**src/shhs_pkg.sv**
```systemverilog
package shhs_pkg;

   localparam int STEP_W  = 14;
   localparam int WAIT_W  = 4;
   localparam int PHASE_W = 3;
   localparam int COIL_W  = 4;
   localparam int CSR_IDX_W  = 2;
   localparam int CSR_DATA_W = 14;

   // register indexes on the csr port
   localparam logic [CSR_IDX_W-1:0] CSR_BACK_LIMIT = 2'd0;
   localparam logic [CSR_IDX_W-1:0] CSR_FWD_LIMIT  = 2'd1;
   localparam logic [CSR_IDX_W-1:0] CSR_BACK_WAIT  = 2'd2;
   localparam logic [CSR_IDX_W-1:0] CSR_FWD_WAIT   = 2'd3;

   // register reset values
   localparam logic [STEP_W-1:0] BACK_LIMIT_RST = 14'd10000;
   localparam logic [STEP_W-1:0] FWD_LIMIT_RST  = 14'd5000;
   localparam logic [WAIT_W-1:0] BACK_WAIT_RST  = 4'd2;
   localparam logic [WAIT_W-1:0] FWD_WAIT_RST   = 4'd6;

   // command codes
   localparam logic [1:0] MODE_IDLE     = 2'd0;
   localparam logic [1:0] MODE_STEP_FWD = 2'd1;
   localparam logic [1:0] MODE_STEP_BWD = 2'd2;
   localparam logic [1:0] MODE_HOME     = 2'd3;

   typedef enum logic [1:0] {
      LEG_IDLE = 2'd0,
      LEG_BACK = 2'd1,
      LEG_FWD  = 2'd2
   } leg_type;

   typedef struct packed {
      logic [1:0] mode;
      logic       home_sensor;
   } req_type;

   typedef struct packed {
      logic [COIL_W-1:0]  coil_pattern;
      logic [PHASE_W-1:0] phase;
      logic               busy_res;
      logic               home_done;
      logic               back_timeout;
      logic               fwd_timeout;
   } rsp_type;

   typedef struct packed {
      logic [STEP_W-1:0] back_limit;
      logic [STEP_W-1:0] fwd_limit;
      logic [WAIT_W-1:0] back_wait;
      logic [WAIT_W-1:0] fwd_wait;
   } cfg_type;

   // standard half-step coil table
   function automatic logic [COIL_W-1:0] coil_of(input logic [PHASE_W-1:0] ph);
      logic [COIL_W-1:0] c;
      case (ph)
         3'd0:    c = 4'h1;
         3'd1:    c = 4'h3;
         3'd2:    c = 4'h2;
         3'd3:    c = 4'h6;
         3'd4:    c = 4'h4;
         3'd5:    c = 4'hC;
         3'd6:    c = 4'h8;
         default: c = 4'h9;
      endcase
      return c;
   endfunction

endpackage

```
**src/shhs_csr.sv**
```systemverilog
module shhs_csr
   import shhs_pkg::*;
(
   input  logic                  clock,
   input  logic                  reset,
   input  logic                  csr_write,
   input  logic [CSR_IDX_W-1:0]  csr_index,
   input  logic [CSR_DATA_W-1:0] csr_wdata,
   output cfg_type               cfg
);

   cfg_type cfg_ff;

   always_ff @(posedge clock) begin
      if (reset) begin
         cfg_ff.back_limit <= BACK_LIMIT_RST;
         cfg_ff.fwd_limit  <= FWD_LIMIT_RST;
         cfg_ff.back_wait  <= BACK_WAIT_RST;
         cfg_ff.fwd_wait   <= FWD_WAIT_RST;
      end else if (csr_write) begin
         unique case (csr_index)
            CSR_BACK_LIMIT: cfg_ff.back_limit <= csr_wdata;
            CSR_FWD_LIMIT:  cfg_ff.fwd_limit  <= csr_wdata;
            CSR_BACK_WAIT:  cfg_ff.back_wait  <= csr_wdata[WAIT_W-1:0];
            CSR_FWD_WAIT:   cfg_ff.fwd_wait   <= csr_wdata[WAIT_W-1:0];
            default: ;
         endcase
      end
   end

   assign cfg = cfg_ff;

endmodule

```
**src/shhs_core.sv**
```systemverilog
module shhs_core
   import shhs_pkg::*;
(
   input  logic    clock,
   input  logic    reset,
   input  logic    advance,
   input  req_type req,
   input  cfg_type cfg,
   output rsp_type rsp
);

   logic [PHASE_W-1:0] phase_ff, phase_in;
   logic               coils_on_ff, coils_on_in;
   leg_type            leg_ff, leg_in;
   logic [STEP_W-1:0]  steps_ff, steps_in;
   logic [WAIT_W-1:0]  wait_ff, wait_in;
   logic               back_to_ff, back_to_in;
   logic               fwd_to_ff, fwd_to_in;

   logic              homing, start, wait_tick, eval;
   leg_type           cur_leg;
   logic [STEP_W-1:0] steps_cur, fwd_steps;
   logic              back_step, back_end, fwd_eval, fwd_step, fwd_end;
   logic              back_hit, fwd_hit, move_fwd, move_bwd;

   assign homing    = (leg_ff == LEG_BACK) || (leg_ff == LEG_FWD);
   assign start     = !homing && (req.mode == MODE_HOME);
   assign wait_tick = homing && (wait_ff != '0);
   assign eval      = start || (homing && (wait_ff == '0));
   assign cur_leg   = start ? LEG_BACK : leg_ff;
   assign steps_cur = start ? '0 : steps_ff;

   // leg one, then leg two in the same tick once leg one ends
   assign back_step = eval && (cur_leg == LEG_BACK) && !req.home_sensor
                      && (steps_cur < cfg.back_limit);
   assign back_end  = eval && (cur_leg == LEG_BACK) && !back_step;
   assign back_hit  = back_end && (steps_cur >= cfg.back_limit);
   assign fwd_eval  = eval && ((cur_leg == LEG_FWD) || back_end);
   assign fwd_steps = back_end ? '0 : steps_cur;
   assign fwd_step  = fwd_eval && req.home_sensor && (fwd_steps < cfg.fwd_limit);
   assign fwd_end   = fwd_eval && !fwd_step;
   assign fwd_hit   = fwd_end && (fwd_steps >= cfg.fwd_limit);

   assign move_fwd = (!homing && (req.mode == MODE_STEP_FWD)) || fwd_step;
   assign move_bwd = (!homing && (req.mode == MODE_STEP_BWD)) || back_step;

   // leg sequencing
   always_comb begin
      leg_in = homing ? leg_ff : LEG_IDLE;
      if (start)    leg_in = LEG_BACK;
      if (back_end) leg_in = LEG_FWD;
      if (fwd_end)  leg_in = LEG_IDLE;
   end

   // counters, phase and flags
   always_comb begin
      steps_in = steps_ff;
      if (start)     steps_in = '0;
      if (back_step) steps_in = steps_cur + 1'b1;
      if (back_end)  steps_in = '0;
      if (fwd_step)  steps_in = fwd_steps + 1'b1;
      if (fwd_end)   steps_in = '0;

      wait_in = wait_ff;
      if (wait_tick)     wait_in = wait_ff - 1'b1;
      else if (back_step) wait_in = cfg.back_wait;
      else if (fwd_step)  wait_in = cfg.fwd_wait;
      else if (start || fwd_end) wait_in = '0;

      back_to_in = (back_to_ff && !start) || back_hit;
      fwd_to_in  = (fwd_to_ff && !start) || fwd_hit;

      phase_in = phase_ff;
      if (move_fwd)      phase_in = phase_ff + 1'b1;
      else if (move_bwd) phase_in = phase_ff - 1'b1;
      coils_on_in = coils_on_ff || move_fwd || move_bwd;
   end

   always_ff @(posedge clock) begin
      if (reset) begin
         phase_ff    <= '0;
         coils_on_ff <= 1'b0;
         leg_ff      <= LEG_IDLE;
         steps_ff    <= '0;
         wait_ff     <= '0;
         back_to_ff  <= 1'b0;
         fwd_to_ff   <= 1'b0;
      end else if (advance) begin
         phase_ff    <= phase_in;
         coils_on_ff <= coils_on_in;
         leg_ff      <= leg_in;
         steps_ff    <= steps_in;
         wait_ff     <= wait_in;
         back_to_ff  <= back_to_in;
         fwd_to_ff   <= fwd_to_in;
      end
   end

   always_comb begin
      rsp.coil_pattern = coils_on_in ? coil_of(phase_in) : '0;
      rsp.phase        = phase_in;
      rsp.busy_res     = (leg_in != LEG_IDLE);
      rsp.home_done    = fwd_end;
      rsp.back_timeout = back_to_in;
      rsp.fwd_timeout  = fwd_to_in;
   end

endmodule

```
**src/stepper_half_step_homing_unit.sv**
```systemverilog
// half-step stepper sequencer with two-leg homing
//
// req channel: one transaction per time tick, carrying a command (idle,
// step forward, step backward, start homing) and the home switch level.
// rsp channel: exactly one transaction per request, in order, carrying the
// coil drive bits, phase, busy, done and the two leg timeout flags.
// csr port: plain write port (enable, index, data), no read-back; write
// only while no request is still in flight.
// flow: a request lands in the input register when it is accepted and is
// evaluated there against the sequencer state; the result is then captured
// in the result register, which drives rsp_valid and rsp_data, and the rsp
// transaction completes when rsp_ready is high.
// throughput: one transaction per clock while rsp_ready stays high, as the
// state update between the input and result registers is combinational.
// reset (synchronous): both registers empty, phase 0, coils off, homing
// idle, flags clear, csr registers back to their defaults.
// stall: when rsp_ready is low the result holds; the input register still
// takes one more request, after which req_ready drops until rsp drains.
module stepper_half_step_homing_unit
   import shhs_pkg::*;
(
   input  logic                  clock,
   input  logic                  reset,
   input  logic                  req_valid,
   output logic                  req_ready,
   input  req_type               req_data,
   output logic                  rsp_valid,
   input  logic                  rsp_ready,
   output rsp_type               rsp_data,
   input  logic                  csr_write,
   input  logic [CSR_IDX_W-1:0]  csr_index,
   input  logic [CSR_DATA_W-1:0] csr_wdata
);

   cfg_type cfg;
   req_type req_ff;
   logic    req_valid_ff;
   rsp_type rsp_ff, rsp_in;
   logic    rsp_valid_ff;
   logic    advance;

   // evaluate the held request when the result slot is free or draining
   assign advance   = req_valid_ff && (!rsp_valid_ff || rsp_ready);
   assign req_ready = !req_valid_ff || advance;

   shhs_csr u_csr (
      .clock     (clock),
      .reset     (reset),
      .csr_write (csr_write),
      .csr_index (csr_index),
      .csr_wdata (csr_wdata),
      .cfg       (cfg)
   );

   shhs_core u_core (
      .clock   (clock),
      .reset   (reset),
      .advance (advance),
      .req     (req_ff),
      .cfg     (cfg),
      .rsp     (rsp_in)
   );

   // input register
   always_ff @(posedge clock) begin
      if (reset) begin
         req_valid_ff <= 1'b0;
      end else if (req_ready) begin
         req_valid_ff <= req_valid;
      end
   end

   always_ff @(posedge clock) begin
      if (req_ready && req_valid) begin
         req_ff <= req_data;
      end
   end

   // result register
   always_ff @(posedge clock) begin
      if (reset) begin
         rsp_valid_ff <= 1'b0;
      end else if (advance) begin
         rsp_valid_ff <= 1'b1;
      end else if (rsp_ready) begin
         rsp_valid_ff <= 1'b0;
      end
   end

   always_ff @(posedge clock) begin
      if (advance) begin
         rsp_ff <= rsp_in;
      end
   end

   assign rsp_valid = rsp_valid_ff;
   assign rsp_data  = rsp_ff;

endmodule

```
**config.mk**
```make
export PLATFORM = sky130hd
export DESIGN_NAME = stepper_half_step_homing_unit
export DESIGN_NICKNAME = d
export VERILOG_FILES = /design/src/shhs_pkg.sv /design/src/shhs_csr.sv /design/src/shhs_core.sv /design/src/stepper_half_step_homing_unit.sv
export SDC_FILE = /design/constraint.sdc
export NUM_CORES = 1
export LEC_CHECK = 0
export BUFFER_PORTS_ARGS = -buffer_cell sky130_fd_sc_hd__buf_2
export CAP_MARGIN = 20
export CORE_ASPECT_RATIO = 0.8
export CORE_MARGIN = 2
export CORE_UTILIZATION = 50
export CTS_BUF_LIST = sky130_fd_sc_hd__clkbuf_2
export CTS_CLUSTER_SIZE = 28
export DETAILED_ROUTE_END_ITERATION = 8
export PLACE_DENSITY = 0.68
export SYNTH_ARGS = -nofsm -noshare
export SYNTH_HDL_FRONTEND = slang
export SYNTH_HIERARCHICAL = 1
export SYNTH_SLANG_ARGS = --single-unit
```
**constraint.sdc**
```tcl
create_clock -name clock -period 13.6 [get_ports clock]
set_clock_uncertainty 0.2 [all_clocks]
set_input_delay 0.68 -clock clock [delete_from_list [all_inputs] [get_ports clock]]
set_output_delay 0.68 -clock clock [all_outputs]
set_load 0.03 [all_outputs]
```
Word-level counts from Yosys, hierarchy flattened
Index checks and enable logic that the tools add are counted.
Word-level totals
  flip-flop bits (word level): 78
  bits in latches: 0
  RAM bits: 0
  ROM bits: 0
  input port bits: 24
  output and inout bits: 13
  memories: 0
Cells by class
  add/subtract/negate cells: 5
  multiply operators: 0
  divide/modulo/power cells: 0
  magnitude comparators: 4
  eq/ne operators: 16
  shift-type cells: 0
  mux-type cells: 20
  bitwise operators: 0
  reduce and logical (&&, ||, !) cells: 50
Operators with widths (number)
  14-bit 2-to-1 mux: 6
  14-bit by 1-bit adder with 14-bit output (second input constant): 2
  14-bit greater-or-equal comparator: 2
  14-bit less-than comparator: 2
  4-bit one-hot mux with 7 select lines: 1
  1-bit logical AND: 19
  4-bit 2-to-1 mux: 4
  2-bit == test (second input constant): 6
  1-bit logical OR: 12
  2-bit 2-to-1 mux: 5
  2-bit AND reduction: 5
  3-bit == test (second input constant): 3
  2-bit by 1-bit == test with 1-bit output (second input constant): 4
  4-bit nonzero test: 2
  1-bit logical NOT: 7
  3-bit by 2-bit == test with 1-bit output (second input constant): 2
  3-bit 2-to-1 mux: 2
  4-bit logical NOT: 1
  2-bit nonzero test: 2
  4-bit by 1-bit subtractor with 4-bit output (second input constant): 1
  3-bit by 1-bit adder with 3-bit output (second input constant): 1
  3-bit by 1-bit == test with 1-bit output (second input constant): 1
  3-bit logical NOT: 1
  3-bit by 1-bit subtractor with 3-bit output (second input constant): 1
  other kinds (2): 3

Logic depth before layout (Yosys ltp)
Gate-level depths: netlist of the first run.
  depth in word-level cells: 22
  mapped depth: 25

Cells and area by module
The synthesis of the first run kept the hierarchy.
By module, submodules not included
  shhs_core: instances 1, cells an instance 441, area each 3052.9 sq um
  shhs_csr: instances 1, cells an instance 145, area each 1473.9 sq um
  stepper_half_step_homing_unit: instances 1, cells an instance 24, area each 524.3 sq um

Worst setup path after synthesis of the first run
OpenSTA, ideal clock, no wires.
  kind: register -> register
  from: register u_core.leg_ff[0]
  to: register rsp_ff, in the netlist rsp_data[8] (data pin)
  library setup time: 267 ps
  arrival: 5172 ps
  data required time: 13133 ps
  slack: 7961 ps
  stages on the path, launching flop included: 25
  buffers on the path: 5
  cells stage by stage: dfxtp_1 > inv_1 > ha_1 > buf_2 > nand3_1 > clkbuf_1 > buf_1 > clkbuf_1 > nand2_1 > inv_1 > ha_1 > nand2_1 > nor4_1 > o21ai_2 > a21oi_2 > clkbuf_1 > nor2_1 > ha_1 > nand4_1 > a21oi_1 > o31ai_1 > nand2_2 > a222oi_1 > o21a_1 > nor3_1
On the way
  word-level cells in the longest chain between the ends: 19
  elaborated cells between the ends (all ways): 39
  those cells by class: 2 x order compare; 10 x eq/ne; 6 x mux; 21 x reduce/logical
RTL lines
  from (decl): RTL line shhs_core.sv:14  | leg_type leg_ff, leg_in;
  from (signal assigned): RTL line shhs_core.sv:91  | leg_ff <= leg_in;
  branches (longest 19 deep; another with 14-bit less-than comparator)
  to (signal assigned): RTL line stepper_half_step_homing_unit.sv:92  | rsp_ff <= rsp_in;
  to (decl): RTL line stepper_half_step_homing_unit.sv:38  | rsp_type rsp_ff, rsp_in;
Parallel ways; which one is timed is not known.
A chain may end at the register's enable or synchronous reset.

Worst setup path in the final report of the first run
Ends and elaborated chain as after synthesis.

==> results.py, run 1 <==
metrics = {
    "sta": {
        "tns_ns": 0,
        "setup_viol": 0,
        "worst_slack_ns": 6.67,
        "slew_violations": 0,
        "relSlewSlack": 0.223,
        "rsz0062_at_grt": "false",
        "finalHoldViolations": 0,
        "worst_pin_slew_ns": 1.16,
        "fin_crit_ns": 6.93,
        "timing.fmax_mhz": 144,
        "fin_crit_sh": 0.510,
    },
    "synth": {
        "yosys.area.top_type": "dfxtp_1",
        "yosysSeqAreaShare": 0.337,
        "syn_nets": 669,
        "synth.distinct_cells": 68,
        "syn_avg_cell_area_um2": 8.28,
        "yosys_warnings": 6,
        "synthCells": 610,
        "synth_edf_count": 14,
        "yosysTopAreaCellShare": 0.254,
        "netlist_area_um2": 5050,
        "yosysMostFrequentCell": "dfxtp_1",
        "ys_async_sr_fraction": 0,
        "synth_area_leaders": "dfxtp_1 (25%), ha_1 (8.7%), edfxtp_1 (8.3%), mux2i_1 (7.7%), nand2b_1 (5.3%)",
        "synth_ff_type": "dfxtp_1",
        "synth_seq_cells": 78,
        "yosys-top-cells-count": "dfxtp_1 (64), inv_1 (58), nand2_1 (58)",
    },
    "layout": {
        "n_fill_cell": 923,
        "drive_above_1_share": 0.119,
        "fin_util": 0.558,
        "nNetsFinal": 691,
        "seq_area_um2": 1700,
        "syn_to_final_growth_pct": 7.46,
        "final_area_um2": 5430,
        "multiInputGateArea_um2": 3000,
        "diodes": 0,
    },
    "setup_path": {
        "reg2reg_from": "u_core/leg_ff[0]$_SDFFE_PP0P_",
        "cp-end-kind": "flop",
        "cp_common_cell": "ha_1",
        "critPathKind": "flop to flop",
        "cp.arrival_ns": 7.04,
        "cpPeakStageDelay_ns": 0.77,
        "critPathMaxFanout": 27,
        "cp-start-kind": "flop",
        "critPathSlowestCell": "a21oi_2",
        "crit_start": "u_core/leg_ff[0]$_SDFFE_PP0P_",
        "crit_required_ns": 13.71,
        "cp_cell_sequence": "inv_1 -> ha_1 -> nand3_1 -> buf_8 -> nand2_1 -> inv_1 -> ha_1 -> nand2_1 -> nor4_1 -> o21ai_2 -> a21oi_2 -> nor2_1 -> ha_1 -> nand4_1 -> a21oi_1 -> o31ai_1 -> nand2_2 -> a222oi_1 -> o21a_1 -> nor3_1",
    },
    "cts": {
        "cts_sinks": 78,
        "cts_resized": 0,
        "clockBufferDepth": 2,
        "ctsRootBufferMaster": "clkbuf_2",
        "cts_tree": "yes",
        "cts.clk_slew.worst_paths_ns": 0.22,
        "hold_buffers": 0,
        "clock_latency_ns": 0.56,
        "htree_levels": 3,
        "cts_setup_buffers": 0,
        "numCtsBuffers": 9,
    },
    "placement": {
        "place_congestion": 0.965,
        "io_buffers": 36,
        "post-dp-hpwl_um": 9570,
        "dp_slack_ns": 6.07,
        "placed_area_um2": 5290,
    },
    "grt": {
        "grtUsageTotal": 0.251,
        "grt_max_degree": 72,
        "grt_pass1_vias": 4382,
        "grt-ovfl-total": 0,
        "grt_pass1_wl_um": 21300,
        "antenna_found_initial": 0,
    },
    "die": {
        "design.core.area_um2": 9730,
        "rows": 32,
        "pin_count": 37,
        "initial_utilization": 0.519,
        "die_h_um": 93.9,
        "die_area_um2": 10900,
        "die_x_um": 116,
    },
    "status": {
        "status": "finished, final reports clean",
    },
    "route": {
        "wl_um": 12800,
        "vias": 4459,
        "first_pass_iters": 5,
        "dr.first_iter.drc_count": 379,
        "drc": 0,
        "via_per_inst": 5.77,
        "ant_nets": 0,
        "wl_per_cell_um": 16.5,
    },
    "pwr": {
        "ir_drop_mv": 0.0863,
        "p_leak_uw": 0.00241,
        "finalPower_uw": 458,
        "p_per_area_nw_per_um2": 84.4,
    },
    "worst_hold_path": {
        "hp-class": "input pin to flop",
        "hp-start": "req_data[0]",
    },
    "job": {
        "drv_cap": 0,
    },
}
==> layout by cell type, fill, tap and decap left out, drive strengths merged, types with 4 or more instances in the layout <==
cell type  instances
a211oi             6
a21o               4
a21oi             34
a221oi             8
a22oi              4
a31o               5
a31oi              8
and2              13
and3              10
and4               4
buf               40
clkbuf             9
dfxtp             64
edfxtp            14
ha                35
inv               60
mux2i             39
nand2             60
nand2b            43
nand3             17
nand4              4
nor2              58
nor3               8
o21a               6
o21ai             24
o22ai              4
o31ai              6
o32ai              4
==> power breakdown <==
group / total (µW) / switching (µW) / internal, µW
clock: 130 / 87.0 / 42.8
sequential: 252 / 5.60 / 247
combinational: 76.3 / 48.3 / 28.0
==> stage by stage <==
| step | cells | hold slack (ns) |
|---|---|---|
| CTS | 771 | 0.0292 |
| global route | 773 | 0.0117 |
| global placement | 755 | 0.241 |
| floorplan | 610 | 0.225 |
| detailed placement | 755 | 0.249 |
| finish | 773 | 0.0903 |
==> metal layers <==
layer / vias up / routed length, µm / track usage
li1: 2188 / - / -
met2: 131 / 5760 / 0.395
met1: 2122 / 5890 / 0.337
met4: 0 / 248 / 0.0863
met3: 18 / 864 / 0.0613
met5: - / 0 / 0
==> sequential cells by signal (all words and copies together) (netlist names) <==
register            cells
u_core/phase_ff         3
u_core/coils_on_ff      1
req_valid_ff            1
rsp_data               11
u_core/steps_ff        14
u_core/leg_ff           2
u_core/fwd_to_ff        1
req_ff                  3
rsp_valid               1
u_core/back_to_ff       1
u_core/wait_ff          4
u_csr/cfg              36
==> worst paths after layout <==
check                                     end  slack [ns]  cells past startpoint
max                     rsp_data[8]$_DFFE_PP_        6.67                     20
min reg2reg  u_core/steps_ff[13]$_SDFFE_PP0P_        0.29                      2
max reg2reg             rsp_data[8]$_DFFE_PP_        6.67                     20
min                       req_ff[0]$_DFFE_PP_        0.09                      1
==> critical path, delay by kind of cell, from the launching register on <==
family	cells	cell delay [ns]
buffers and inverters	3	0.44
AO/OA/AOI/OAI	6	2.62
flip-flops	1	0.40
AND/OR/NAND/NOR	8	1.91
adder cells (fa/ha/maj)	3	1.10
==> area by class of cell <==
cell class / count / share of cell area
multi-input combinational: 445 / 0.553
inverter: 58 / 0.0401
clock inverter: 7 / 0.0134
timing repair buffer: 40 / 0.0401
tap: 136 / 0.0314
clock buffer: 9 / 0.00830
sequential: 78 / 0.314
==> cell families (layout without fill, tap and decap cells) <==
kind of cell    count (synthesis)  in the layout  share of synthesized area
xor+xnor                        3              3                    0.00669
mux                            41             41                     0.0817
fa+ha+maj                      35             35                     0.0867
buf+inv                        87            114                     0.0696
flops                          78             78                      0.337
compound gates                134            134                      0.186
simple gates                  232            232                      0.233
Power figures use the tool's default switching activity.
==> inputs of run 2 (changes only) <==
- clock period: 13.6 -> 6.9 ns (I/O delays scaled with it)
==> run 2 against run 1 <==
Effect of this change:
- clock-buffer cell count did not move
- hold slack improved by 0.061 ns
- wire length rose by 0.89%
- core utilization rose by 3.2 points
- critical endpoint is now u_core/steps_ff[12]$_SDFFE_PP0P_
==> results.py, run 2 (synthesis gave the netlist of run 1 again) <==
metrics = {
    "route": {
        "vias": 4536,
        "via_per_inst": 5.66,
        "wl_per_cell_um": 16.1,
        "dr.first_iter.drc_count": 331,
        "ant_nets": 0,
        "wl_um": 12900,
        "drc": 0,
        "first_pass_iters": 5,
    },
    "setup_path": {
        "critPathMaxFanout": 13,
        "critPathKind": "flop to flop",
        "cp.arrival_ns": 6.49,
        "reg2reg_from": "u_core/leg_ff[0]$_SDFFE_PP0P_",
        "crit_family": "simple AND/OR/NAND/NOR gates",
        "critPathSlowestCell": "and2_1",
        "crit_start": "u_core/leg_ff[0]$_SDFFE_PP0P_",
        "worst-path-buf-inv": 2,
        "rrSetupSlack_ns": 0.66,
        "cpPeakStageDelay_ns": 0.56,
        "cp_cell_sequence": "inv_1 -> ha_1 -> nand3_1 -> nand2_1 -> inv_1 -> ha_1 -> nand2_1 -> nor4_1 -> o21a_1 -> o21ai_2 -> and2_1 -> ha_1 -> a21oi_1 -> o221ai_1 -> a221oi_2 -> and2_1 -> o2bb2a_1 -> a21oi_1 -> o21ai_1",
        "timing.rr.end": "u_core/steps_ff[12]$_SDFFE_PP0P_",
        "ff2ff_path_depth": 19,
        "cp_common_cell": "ha_1",
        "cp-start-kind": "flop",
        "cp-end-kind": "flop",
        "crit_required_ns": 7.15,
    },
    "die": {
        "initial_utilization": 0.519,
        "die_h_um": 93.9,
        "die_area_um2": 10900,
        "pin_count": 37,
        "design.core.area_um2": 9730,
        "die_x_um": 116,
        "rows": 32,
    },
    "sta": {
        "finalHoldViolations": 0,
        "tns_ns": 0,
        "fin_crit_sh": 0.904,
        "fin_crit_ns": 6.24,
        "worst_slack_ns": 0.665,
        "rsz0062_at_grt": "false",
        "relSlewSlack": 0.264,
        "setup_viol": 0,
        "worst_pin_slew_ns": 1.10,
        "fin_hold_ws_ns": 0.152,
        "timing.fmax_mhz": 160,
        "slew_violations": 0,
    },
    "layout": {
        "multiInputGateArea_um2": 3020,
        "nNetsFinal": 719,
        "drive_above_1_share": 0.122,
        "final_cell_mix": "dfxtp_1 (64), inv_1 (58), nand2_1 (58)",
        "fin_util": 0.590,
        "n_fill_cell": 896,
        "largest_reg_flops": 36,
        "syn_to_final_growth_pct": 13.5,
        "diodes": 0,
        "seq_area_um2": 1700,
        "mostFrequentLayoutCell": "dfxtp_1",
    },
    "worst_hold_path": {
        "hp-class": "input pin to flop",
        "hold_depth": 3,
        "hp-start": "reset",
        "holdPathEnd": "u_core/leg_ff[1]$_SDFFE_PP0P_",
    },
    "cts": {
        "numCtsBuffers": 9,
        "clock_latency_ns": 0.56,
        "cts_tree": "yes",
        "clockBufferDepth": 2,
        "cts.clk_slew.worst_paths_ns": 0.22,
        "htree_levels": 3,
        "cts_sinks": 78,
        "ctsRootBufferMaster": "clkbuf_2",
    },
    "pwr": {
        "p_per_area_nw_per_um2": 166,
        "ir_drop_mv": 0.135,
        "finalPower_uw": 951,
        "p_leak_uw": 0.00254,
    },
    "grt": {
        "grt_pass1_vias": 4378,
        "antenna_found_initial": 0,
        "grt-ovfl-total": 0,
        "grt_pass1_wl_um": 21300,
        "grt_max_degree": 72,
        "grtUsageTotal": 0.251,
    },
    "job": {
        "drv_cap": 0,
    },
    "placement": {
        "post-dp-hpwl_um": 9610,
        "dp_slack_ns": 0.423,
        "io_buffers": 36,
        "place_congestion": 0.999,
    },
    "status": {
        "status": "finished, final reports clean",
    },
}
## run 2: changes by cell type in the layout (fill, tap and decap cells not counted), sizes merged
cell,before,now
buf,40,42
bufinv,1,2
clkinvlp,2,1
dlygate4sd3,0,26
## run 2: how the worst max path moves through the flow
stage,slack [ns],cells past startpoint,endpoint
global placement,0.64,19,u_core/leg_ff[0]$_SDFFE_PP0P_
finish,0.66,19,u_core/steps_ff[12]$_SDFFE_PP0P_
detailed placement,0.42,19,rsp_data[10]$_DFFE_PP_
floorplan,1.26,24,rsp_data[8]$_DFFE_PP_
CTS,0.35,19,rsp_data[10]$_DFFE_PP_
global route,0.15,19,rsp_data[9]$_DFFE_PP_
## run 2: layout make-up
class                   instances  share of cell area
well taps                     136              0.0297
flip-flops and latches         78               0.297
repair buffers                 68              0.0846
multi-input cells             445               0.526
inverters                      58              0.0380
clock inverters                 7              0.0168
clock buffers                   9             0.00785
## run 2: worst reg2reg max path: stages, from the launching register on
cell	delay [ns]
dfxtp_1	0.41
inv_1	0.08
ha_1	0.47
nand3_1	0.40
nand2_1	0.35
inv_1	0.13
ha_1	0.31
nand2_1	0.07
nor4_1	0.55
o21a_1	0.39
o21ai_2	0.27
and2_1	0.22
ha_1	0.28
a21oi_1	0.14
o221ai_1	0.26
a221oi_2	0.43
and2_1	0.56
o2bb2a_1	0.30
a21oi_1	0.21
o21ai_1	0.08
## run 2: power by group
part           leakage, µW  switching [µW]  internal [µW]
Sequential        0.000654            11.3            486
Clock            0.0000828             172            121
Combinational      0.00181            95.7           64.7
Total              0.00254             279            672
## run 2: per-layer routing
metal  vias up  global-route usage  share of wire
met3        23              0.0594          0.070
met1      2100               0.350           0.47
li1       2246                   -              -
met4         0              0.0595          0.017
met2       167               0.394           0.45
met5         -                   0              0
## run 2: metrics by stage
| step | instance area, µm² | cells |
|---|---|---|
| final | 5740 | 801 |
| after global routing | 5740 | 801 |
| after CTS | 5720 | 801 |
| after detailed placement | 5320 | 759 |
| after global placement | 5320 | 759 |
| after floorplan | 5050 | 610 |
## run 2: timing repair
action,CTS,global route
setup buffers,0,0
resized for setup,0,3
hold endpoints to repair,44,0
hold buffers,26,0
endpoints found under the setup margin,0,18
==> inputs of run 3 (changes only) <==
- BUFFER_PORTS_ARGS: -buffer_cell sky130_fd_sc_hd__buf_2 -> not set
- DONT_BUFFER_PORTS: not set -> 1
- PLACE_DENSITY: 0.68 -> not set
==> run 3 against run 2 <==
Effect of this change:
- combinational power shrank 9%
- final cell count shrank 3.2%
- non-clock buffer count shrank 26
- flip-flop and latch count is the same
- clock power is essentially flat
- critical endpoint is now rsp_data[10]$_DFFE_PP_
- highest routed layer unchanged
==> results.py, run 3 (synthesis gave the netlist of run 1 again) <==
metrics = {
    "status": {
        "status": "finished, final reports clean",
    },
    "setup_path": {
        "crit_family": "simple AND/OR/NAND/NOR gates",
        "critPathSlowestCell": "o31ai_1",
        "crit_start": "u_core/leg_ff[0]$_SDFFE_PP0P_",
        "worst-path-buf-inv": 3,
        "cp.arrival_ns": 6.64,
        "reg2reg_from": "u_core/leg_ff[0]$_SDFFE_PP0P_",
        "critPathMaxFanout": 21,
        "cp_cell_sequence": "inv_1 -> ha_1 -> nand3_1 -> buf_4 -> nand2_1 -> inv_1 -> ha_1 -> nand2_1 -> nor4_1 -> o21a_1 -> o21ai_1 -> and2_1 -> ha_1 -> nand4_1 -> a21oi_1 -> o31ai_1 -> nand2_1 -> o211ai_2 -> xor2_2 -> nor3b_1",
        "cp-start-kind": "flop",
        "cpPeakStageDelay_ns": 0.69,
        "critPathKind": "flop to flop",
        "cp-end-kind": "flop",
        "crit_required_ns": 7.08,
    },
    "cts": {
        "hold_buffers": 33,
        "cts_setup_buffers": 0,
        "clockBufferDepth": 2,
        "clock_latency_ns": 0.55,
        "cts_sinks": 78,
        "htree_levels": 3,
        "cts_tree": "yes",
        "numCtsBuffers": 9,
        "ctsRootBufferMaster": "clkbuf_2",
        "cts_resized": 0,
        "cts.clk_slew.worst_paths_ns": 0.21,
    },
    "layout": {
        "drive_above_1_share": 0.0736,
        "syn_to_final_growth_pct": 11.8,
        "largest_reg_flops": 36,
        "nNetsFinal": 693,
        "diodes": 0,
        "final_cell_mix": "dfxtp_1 (64), inv_1 (58), nand2_1 (58)",
        "mostFrequentLayoutCell": "dfxtp_1",
    },
    "pwr": {
        "p_leak_uw": 0.00247,
        "ir_drop_mv": 0.0921,
        "finalPower_uw": 944,
        "p_per_area_nw_per_um2": 167,
    },
    "sta": {
        "fin_crit_ns": 6.46,
        "setup_viol": 0,
        "worst_pin_slew_ns": 0.982,
        "tns_ns": 0,
        "fin_hold_ws_ns": 0.0745,
        "rsz0062_at_grt": "false",
        "relSlewSlack": 0.341,
        "finalHoldViolations": 0,
        "timing.fmax_mhz": 155,
        "slew_violations": 0,
        "fin_crit_sh": 0.937,
    },
    "job": {
        "drv_cap": 0,
    },
    "die": {
        "pin_count": 37,
        "design.core.area_um2": 9730,
        "die_area_um2": 10900,
        "die_x_um": 116,
        "initial_utilization": 0.519,
        "rows": 32,
        "die_h_um": 93.9,
    },
    "worst_hold_path": {
        "hp-start": "rsp_ready",
        "hp-class": "input pin to flop",
    },
    "route": {
        "dr.first_iter.drc_count": 423,
        "first_pass_iters": 7,
        "drc": 0,
        "via_per_inst": 5.74,
        "vias": 4447,
        "ant_nets": 0,
        "wl_um": 13400,
        "wl_per_cell_um": 17.2,
    },
    "grt": {
        "grt_pass1_vias": 4199,
        "grtUsageTotal": 0.257,
        "grt_max_degree": 72,
        "grt-ovfl-total": 0,
        "grt_pass1_wl_um": 21300,
        "antenna_found_initial": 0,
    },
    "placement": {
        "io_buffers": 0,
        "place_congestion": 0.932,
        "post-dp-hpwl_um": 9710,
    },
}
## run 3: cell types whose count changed in the layout (fill, tap and decap cells not counted), sizes merged
cell / before / now
inv: 60 / 59
clkbuf: 9 / 10
dlygate4sd3: 26 / 32
buf: 42 / 10
## run 3: layer usage
metal  vias to the layer above  share of wire  global-route usage
met2                       172           0.43               0.387
met3                        19          0.069              0.0658
met5                         -              0                   0
met1                      2058           0.48               0.362
li1                       2198              -                   -
met4                         0          0.018              0.0734
## run 3: layout make-up
cell class	instances	area [µm²]
inverters	58	218
multi-input cells	445	3000
well taps	136	170
fillers	915	4080
repair buffers	42	419
clock inverters	6	86.3
clock buffers	10	50.0
flip-flops and latches	78	1700
## run 3: per-stage QoR
| step | cells | instance area [µm²] | utilization | worst slack, ns |
|---|---|---|---|---|
| 6_report | 775 | 5650 | 0.581 | 0.437 |
| 3_3_place_gp | 725 | 5150 | 0.530 | 0.831 |
| 4_1_cts | 774 | 5640 | 0.579 | 0.607 |
| 2_1_floorplan | 610 | 5050 | - | 1.26 |
| 3_5_place_dp | 725 | 5150 | 0.530 | 0.710 |
| 5_1_grt | 775 | 5650 | 0.581 | 0.0170 |
## run 3: path summary, 6_finish.rpt
check / endpoint / slack (ns) / cells past startpoint
setup reg to reg: rsp_data[10]$_DFFE_PP_ / 0.44 / 20
hold / removal: req_ff[2]$_DFFE_PP_ / 0.07 / 2
setup / recovery: rsp_data[10]$_DFFE_PP_ / 0.44 / 20
hold reg to reg: u_core/steps_ff[13]$_SDFFE_PP0P_ / 0.29 / 2
## run 3: worst reg2reg max path, cell delays in order (launching register included)
cell	delay (ns)
dfxtp_1	0.40
inv_1	0.08
ha_1	0.45
nand3_1	0.16
buf_4	0.25
nand2_1	0.21
inv_1	0.11
ha_1	0.31
nand2_1	0.07
nor4_1	0.58
o21a_1	0.42
o21ai_1	0.43
and2_1	0.29
ha_1	0.31
nand4_1	0.13
a21oi_1	0.07
o31ai_1	0.69
nand2_1	0.31
o211ai_2	0.29
xor2_2	0.33
nor3b_1	0.23
## run 3: where the power goes
part           switching (µW)  total, µW  internal (µW)
Clock                     169        290            121
Combinational            84.7        146           61.3
Sequential               21.9        508            486
